--- src/cfws_pkg.sv ---
// shared types and constants for the circular fifo with search
package cfws_pkg;

    localparam int ACT_W    = 3;
    localparam int DATA_W   = 32;
    localparam int POS_W    = 6;
    localparam int CNT_W    = 7;
    localparam int AW       = 8;
    localparam int POS_LSB  = DATA_W;
    localparam int IN_W     = 40;
    localparam int OUT_W    = 40;

    localparam logic [CNT_W-1:0] CAP_RESET = 7'd64;

    typedef enum logic [ACT_W-1:0] {
        ACT_PUT      = 3'd0,
        ACT_GET      = 3'd1,
        ACT_PEEK     = 3'd2,
        ACT_PEEK_AT  = 3'd3,
        ACT_CONTAINS = 3'd4,
        ACT_FLUSH    = 3'd5
    } action_t;

    typedef enum logic [1:0] {
        ST_IDLE,
        ST_READ,
        ST_CHECK,
        ST_EMIT
    } state_t;

endpackage

--- src/circular_fifo_with_search.sv ---
// ring-buffer fifo of handles with put, get, peek, indexed peek, search and flush
// sequence: put, flush and unknown actions go straight from idle to the result;
//   a get, peek or indexed peek that finds an entry adds one registered memory read;
//   contains reads and compares entries one by one, up to the fill count
// throughput: one request at a time, next beat taken the cycle after the result loads
// reset: pointers and fill count cleared, capacity set to 64, storage left unwritten
module circular_fifo_with_search #(
    parameter int DEPTH      = 64,
    parameter int ITEM_WIDTH = 32
) (
    input  logic                            clk,
    input  logic                            rst_n,
    input  logic                            cfg_we,
    input  logic [cfws_pkg::CNT_W-1:0]      cfg_wdata,
    input  logic                            s_tvalid,
    output logic                            s_tready,
    input  logic [cfws_pkg::IN_W-1:0]       s_tdata,   // item_value[31:0], position[37:32]
    input  logic [cfws_pkg::ACT_W-1:0]      s_tuser,   // action[2:0]
    output logic                            m_tvalid,
    input  logic                            m_tready,
    output logic [cfws_pkg::OUT_W-1:0]      m_tdata    // ok[0], item_out[32:1], count[39:33]
);

    localparam int IDX_W = (DEPTH > 1) ? $clog2(DEPTH) : 1;
    localparam int SW    = (ITEM_WIDTH < cfws_pkg::DATA_W) ? ITEM_WIDTH : cfws_pkg::DATA_W;
    localparam int CAP_MAX_I = (DEPTH > 127) ? 127 : DEPTH;
    localparam logic [cfws_pkg::AW-1:0] CAP_MAX = cfws_pkg::AW'(CAP_MAX_I);
    localparam logic [cfws_pkg::AW-1:0] ONE     = cfws_pkg::AW'(1);

    cfws_pkg::state_t state_reg, state_next;

    logic [cfws_pkg::CNT_W-1:0] cap_reg;
    logic [IDX_W-1:0]           head_reg, head_next;
    logic [IDX_W-1:0]           tail_reg, tail_next;
    logic [cfws_pkg::CNT_W-1:0] fill_reg, fill_next;
    logic                       scan_reg, scan_next;
    logic                       m_tvalid_reg, m_tvalid_next;

    logic [IDX_W-1:0]           addr_reg, addr_next;
    logic [SW-1:0]              key_reg, key_next;
    logic [cfws_pkg::CNT_W-1:0] left_reg, left_next;
    logic                       res_ok_reg, res_ok_next;
    logic [SW-1:0]              res_item_reg, res_item_next;
    logic [cfws_pkg::CNT_W-1:0] res_count_reg, res_count_next;
    logic [cfws_pkg::OUT_W-1:0] out_data_reg;
    logic [SW-1:0]              rd_data_reg;

    logic [SW-1:0]              mem [DEPTH];
    logic                       mem_we;
    logic                       out_load;

    logic [cfws_pkg::AW-1:0]    cap_ext, cap_eff;
    logic [cfws_pkg::AW-1:0]    op_a, op_b, sum, wrap;
    logic                       op_step;
    logic [cfws_pkg::AW-1:0]    fill_ext, pos_ext;
    logic [SW-1:0]              in_item;
    cfws_pkg::action_t          in_act;

    assign cap_ext  = cfws_pkg::AW'(cap_reg);
    assign cap_eff  = (cap_ext == '0) ? ONE : ((cap_ext > CAP_MAX) ? CAP_MAX : cap_ext);
    assign fill_ext = cfws_pkg::AW'(fill_reg);
    assign pos_ext  = cfws_pkg::AW'(s_tdata[cfws_pkg::POS_LSB +: cfws_pkg::POS_W]);
    assign in_item  = s_tdata[SW-1:0];
    assign in_act   = cfws_pkg::action_t'(s_tuser);

    // shared index unit: add and wrap at the effective capacity
    assign sum  = op_a + op_b;
    assign wrap = (sum >= cap_eff) ? (op_step ? '0 : (sum - cap_eff)) : sum;

    assign s_tready = (state_reg == cfws_pkg::ST_IDLE);
    assign m_tvalid = m_tvalid_reg;
    assign m_tdata  = out_data_reg;

    always_comb
    begin
        state_next     = state_reg;
        head_next      = head_reg;
        tail_next      = tail_reg;
        fill_next      = fill_reg;
        scan_next      = scan_reg;
        addr_next      = addr_reg;
        key_next       = key_reg;
        left_next      = left_reg;
        res_ok_next    = res_ok_reg;
        res_item_next  = res_item_reg;
        res_count_next = res_count_reg;
        mem_we         = 1'b0;
        out_load       = 1'b0;
        op_a           = cfws_pkg::AW'(tail_reg);
        op_b           = ONE;
        op_step        = 1'b1;

        unique case (state_reg)
            cfws_pkg::ST_IDLE:
            begin
                if (s_tvalid)
                begin
                    key_next      = in_item;
                    res_ok_next   = 1'b0;
                    res_item_next = '0;
                    scan_next     = 1'b0;
                    state_next    = cfws_pkg::ST_EMIT;
                    unique case (in_act)
                        cfws_pkg::ACT_PUT:
                        begin
                            if (fill_ext < cap_eff)
                            begin
                                mem_we      = 1'b1;
                                tail_next   = IDX_W'(wrap);
                                fill_next   = fill_reg + 1'b1;
                                res_ok_next = 1'b1;
                            end
                        end
                        cfws_pkg::ACT_GET:
                        begin
                            op_a = cfws_pkg::AW'(head_reg);
                            if (fill_reg != '0)
                            begin
                                addr_next   = head_reg;
                                head_next   = IDX_W'(wrap);
                                fill_next   = fill_reg - 1'b1;
                                res_ok_next = 1'b1;
                                state_next  = cfws_pkg::ST_READ;
                            end
                        end
                        cfws_pkg::ACT_PEEK:
                        begin
                            if (fill_reg != '0)
                            begin
                                addr_next   = head_reg;
                                res_ok_next = 1'b1;
                                state_next  = cfws_pkg::ST_READ;
                            end
                        end
                        cfws_pkg::ACT_PEEK_AT:
                        begin
                            op_a    = cfws_pkg::AW'(head_reg);
                            op_b    = pos_ext;
                            op_step = 1'b0;
                            if (pos_ext < fill_ext)
                            begin
                                addr_next   = IDX_W'(wrap);
                                res_ok_next = 1'b1;
                                state_next  = cfws_pkg::ST_READ;
                            end
                        end
                        cfws_pkg::ACT_CONTAINS:
                        begin
                            if (fill_reg != '0)
                            begin
                                addr_next  = head_reg;
                                left_next  = fill_reg;
                                scan_next  = 1'b1;
                                state_next = cfws_pkg::ST_READ;
                            end
                        end
                        cfws_pkg::ACT_FLUSH:
                        begin
                            head_next   = '0;
                            tail_next   = '0;
                            fill_next   = '0;
                            res_ok_next = 1'b1;
                        end
                        default:
                        begin
                            res_ok_next = 1'b0;
                        end
                    endcase
                    res_count_next = fill_next;
                end
            end
            cfws_pkg::ST_READ:
            begin
                state_next = cfws_pkg::ST_CHECK;
            end
            cfws_pkg::ST_CHECK:
            begin
                op_a = cfws_pkg::AW'(addr_reg);
                priority if (!scan_reg)
                begin
                    res_item_next = rd_data_reg;
                    state_next    = cfws_pkg::ST_EMIT;
                end
                else if (rd_data_reg == key_reg)
                begin
                    res_ok_next = 1'b1;
                    state_next  = cfws_pkg::ST_EMIT;
                end
                else if (left_reg == cfws_pkg::CNT_W'(1))
                begin
                    state_next = cfws_pkg::ST_EMIT;
                end
                else
                begin
                    addr_next  = IDX_W'(wrap);
                    left_next  = left_reg - 1'b1;
                    state_next = cfws_pkg::ST_READ;
                end
            end
            cfws_pkg::ST_EMIT:
            begin
                if (!m_tvalid_reg || m_tready)
                begin
                    out_load   = 1'b1;
                    state_next = cfws_pkg::ST_IDLE;
                end
            end
        endcase

        if (out_load)
        begin
            m_tvalid_next = 1'b1;
        end
        else if (m_tready)
        begin
            m_tvalid_next = 1'b0;
        end
        else
        begin
            m_tvalid_next = m_tvalid_reg;
        end
    end

    always_ff @(posedge clk or negedge rst_n)
    begin
        if (!rst_n)
        begin
            state_reg    <= cfws_pkg::ST_IDLE;
            cap_reg      <= cfws_pkg::CAP_RESET;
            head_reg     <= '0;
            tail_reg     <= '0;
            fill_reg     <= '0;
            scan_reg     <= 1'b0;
            m_tvalid_reg <= 1'b0;
        end
        else
        begin
            state_reg    <= state_next;
            head_reg     <= head_next;
            tail_reg     <= tail_next;
            fill_reg     <= fill_next;
            scan_reg     <= scan_next;
            m_tvalid_reg <= m_tvalid_next;
            if (cfg_we)
            begin
                cap_reg <= cfg_wdata;
            end
        end
    end

    always_ff @(posedge clk)
    begin
        addr_reg      <= addr_next;
        key_reg       <= key_next;
        left_reg      <= left_next;
        res_ok_reg    <= res_ok_next;
        res_item_reg  <= res_item_next;
        res_count_reg <= res_count_next;
        if (out_load)
        begin
            out_data_reg <= {res_count_reg, cfws_pkg::DATA_W'(res_item_reg), res_ok_reg};
        end
    end

    // handle storage, registered read
    always_ff @(posedge clk)
    begin
        if (mem_we)
        begin
            mem[tail_reg] <= in_item;
        end
        rd_data_reg <= mem[addr_reg];
    end

    a_fill_bound: assert property (@(posedge clk) disable iff (!rst_n)
        cfws_pkg::AW'(fill_reg) <= CAP_MAX)
        else $error("fill count above storage depth");

    a_ptr_bound: assert property (@(posedge clk) disable iff (!rst_n)
        (cfws_pkg::AW'(head_reg) < CAP_MAX) && (cfws_pkg::AW'(tail_reg) < CAP_MAX))
        else $error("pointer outside storage");

    a_read_check: assert property (@(posedge clk) disable iff (!rst_n)
        state_reg == cfws_pkg::ST_READ |=> state_reg == cfws_pkg::ST_CHECK)
        else $error("memory read not followed by check");

    a_flush_empty: assert property (@(posedge clk) disable iff (!rst_n)
        s_tvalid && s_tready && (s_tuser == cfws_pkg::ACT_FLUSH) |=> fill_reg == '0)
        else $error("flush left entries");

endmodule
--- config.mk ---
export PLATFORM = sky130hd
export DESIGN_NAME = circular_fifo_with_search
export DESIGN_NICKNAME = d
export VERILOG_FILES = /design/src/cfws_pkg.sv /design/src/circular_fifo_with_search.sv
export SDC_FILE = /design/constraint.sdc
export NUM_CORES = 2
export LEC_CHECK = 0
export BUFFER_PORTS_ARGS = -buffer_cell sky130_fd_sc_hd__buf_2
export CORE_MARGIN = 2
export CORE_UTILIZATION = 40
export CTS_BUF_LIST = sky130_fd_sc_hd__clkbuf_8
export DETAILED_ROUTE_END_ITERATION = 6
export SLEW_MARGIN = 20
export SYNTH_ARGS = -nofsm -noshare
export SYNTH_HDL_FRONTEND = slang
export SYNTH_SLANG_ARGS = --single-unit
--- constraint.sdc ---
create_clock -name clk -period 4 [get_ports clk]
set_input_delay 0.8 -clock clk [delete_from_list [all_inputs] [get_ports clk]]
set_output_delay 0.8 -clock clk [all_outputs]
set_load 0.01 [all_outputs]
==> summary.txt <==
STA
  • Measured slew at the worst slew-check pin: 1110 ps
  • RSZ-0062 raised after global routing: false
  • F_max: 262 MHz
  • Slew headroom: 25.7%
  • Final Hold Vio Count: 0
  • Tmin final: 3820 ps
  • Worst Clk Skew: 109 ps
  • Slew Viols, Final: 0
  • Final Cycle Share: 95.5%
  • Endpoints failing setup: 0
  • Final WS setup: 181 ps

Floorplan
  • I/O Pins: 97
  • Chip height: 468 um
  • Starting Density: 40.2%
  • Horiz. Die Dim: 468 um
  • Die area: 0.219 mm2
  • FP Rows: 170
  • CORE AREA: 0.214 mm2

Drt
  • DRC errors left: 0
  • Starting DRT DRC Count: 4795
  • Post-route ant nets: 0
  • Final WL: 225000 um
  • Vias per inst: 5.70
  • 1st-pass router iterations: 5
  • Via count: 42294
  • DR WL/cell: 30.3 um

Synthesis
  • Register area share after synthesis: 77.4%
  • Mapped cell area: 0.0861 mm2
  • YS warnings: 0
  • Synth area leaders: edfxtp_1 76%, mux4_2 16%, dfrtp_1 0.84%
  • EDFF count, synth: 2173
  • Syn nets: 3867
  • Synth top area share: 75.8%
  • Post-Syn Instances: 3781
  • Post-Synthesis Mean Instance Area: 22.8 um2
  • Synth area leader: edfxtp_1
  • Synth Flop Type: edfxtp_1
  • Synth cell types: 65
  • Yosys reg bits: 2235
  • Async S/R FF share, synth: 1.34%

Power and ir drop
  • Power density cells: 552 mW/mm2
  • Pleak: 31.6 nW
  • Worst vdd ir: 0.000414 V
  • Final Power: 54.8 mW

Clock network
  • CTS Buf Count: 373
  • Clock root cell: clkbuf_8
  • Clock transition at path regs: 60 ps
  • H-tree levels: 5
  • Sink Count: 2235
  • TritonCTS clock tree: built
  • Clk_lat worst skew: 1060 ps
  • Clk buf depth: 4

Worst setup path
  • Worst EP arrival: 4740 ps
  • Critical path required time: 4920 ps
  • Setup crit start kind: register
  • Crit Path Max Fanout: 12
  • Max stage delay cell, worst path: or4b_2
  • WP buf/inv: 3
  • CP Class: reg -> reg
  • Cell Chain, Critical Path: buf_4 > nor2b_4 > a22oi_1 > o21ai_0 > ha_1 > o21ai_0 > or4b_2 > o2111ai_2 > ha_1 > o21a_1 > o31a_1 > o22a_1 > buf_4 > mux2i_1 > buf_4 > o21ai_0
  • Crit path largest cell delay: 640 ps
  • Crit path max-delay family: compound AO/OA/AOI/OAI gates
  • Crit end category: register

Cells and area
  • Layout cells sized above 1: 32.7%
  • Area grow syn2layout: 15.3%
  • Biggest register: mem
  • Max reg flops: 2048
  • Final nets: 4393
  • Design Area, Final: 0.0992 mm2
  • Fill cells: 17664

Global route
  • Total Routing Usage GR: 20.5%
  • Vias in the first global route: 43107
  • First-pass GRT wire length: 319000 um
  • Total congestion overflow: 0
  • Largest net degree at the start of global routing: 106
  • Initial antenna violation count: 14

Placement
  • DP Worst Slack: -359 ps
  • I/O Buffers: 94
  • Gpl congestion: 0.844
  • Post-detail-place hpwl: 125000 um
  • Dpl cell area: 0.0925 mm2

Outcome
  • Outcome: complete, no violations

Job
  • Max cap viols: 0

Hold path
  • Hold/Removal Path Class: in -> reg
-- Yosys cell counts (11+ instances only) --
cell      count
dfrtp_1      29
nand4_1      11
buf_1        22
nand3_1      20
o22ai_1      28
buf_4        13
clkbuf_1    100
xnor2_1      40
mux2i_1      49
a22oi_1      47
nand2_1      81
o211ai_1     23
inv_1        21
nor2_1      105
and2_1       40
dfxtp_1      32
nor3_1       11
a21oi_1      38
mux4_2      611
o21ai_0      50
edfxtp_1   2173
ha_1         29
buf_2        59
nand2b_1     12
-- power breakdown --
part / switching, mW / internal (mW)
clock network: 8.89 / 9.24
registers: 0.700 / 26.6
logic: 5.30 / 4.03
-- kinds of logic (layout without fill, tap and decap cells) --
family	count (synthesis)	in the layout	share of synthesized area, %
AOI/OAI and AO/OA	241	241	1.85
xor gates and xnor gates	44	44	0.448
adders and majority gates	31	31	0.468
buffers and inverters	224	1018	1.19
DFF	2235	2235	77.4
muxes	667	667	16.7
other	0	12	0
and+or+nand+nor	339	339	1.94
-- worst paths after layout --
kind	endpoint	slack (ps)	depth (start not counted)	from
max in group asynchronous	fill_reg[6]	3080	2	rst_n
min reg2reg	m_tdata[29]	400	0	res_item_reg[28]
max	head_reg[1]	180	16	state_reg[1]
max reg2reg	head_reg[1]	180	16	state_reg[1]
min in group asynchronous	state_reg[1]	370	2	rst_n
min	cap_reg[4]	130	2	cfg_we
-- per-stage QoR --
step	cells	util, %	TNS [ps]	hold slack (ps)
floorplan	3781	-	-269310	400
global placement	6756	43.2	-4810	402
detailed placement	6756	43.2	-5380	405
CTS	7411	46.3	0	37.0
global route	7421	46.3	0	80.2
finish	7425	46.3	0	135
-- final cells by class --
cell class / instances / area [um2] / share of cell area, %
Inverter: 22 / 82.6 / 0.0832
Clock buffer: 388 / 5340 / 5.38
Multi-Input combinational cell: 1322 / 18900 / 19.1
Timing Repair Buffer: 353 / 3470 / 3.50
Tap cell: 2838 / 3550 / 3.58
Clock inverter: 255 / 1180 / 1.19
Antenna cell: 12 / 30.0 / 0.0303
Sequential cell: 2235 / 66600 / 67.2
-- metal layers --
layer  wire, um  global-route usage, %  part of all wire (%)
met5         34                      0                 0.015
met4       6370                   6.39                   2.8
met3      18500                   4.17                   8.3
met2     105000                   31.7                    47
met1      94500                   29.4                    42
-- repair_timing --
item                                    CTS  global route
endpoints found under the hold margin    38             0
gates resized for setup                   0             5
hold buffers                             12             0
buffers inserted                          0             2
endpoints found under the setup margin    0            17
-- cell usage in the layout, fill, tap and decap left out, types with 40 or more instances in the layout --
| cell type | instances |
|---|---|
| nor2_4 | 66 |
| inv_1 | 149 |
| buf_4 | 176 |
| mux2i_1 | 46 |
| o21ai_0 | 46 |
| buf_12 | 80 |
| mux4_2 | 611 |
| a22oi_1 | 47 |
| buf_2 | 85 |
| edfxtp_1 | 2173 |
| nand2_1 | 79 |
| clkbuf_8 | 388 |
| xnor2_1 | 40 |
| nor2_1 | 46 |
| clkinv_1 | 78 |
| and2_1 | 40 |
(Power assumes the default switching activity.)
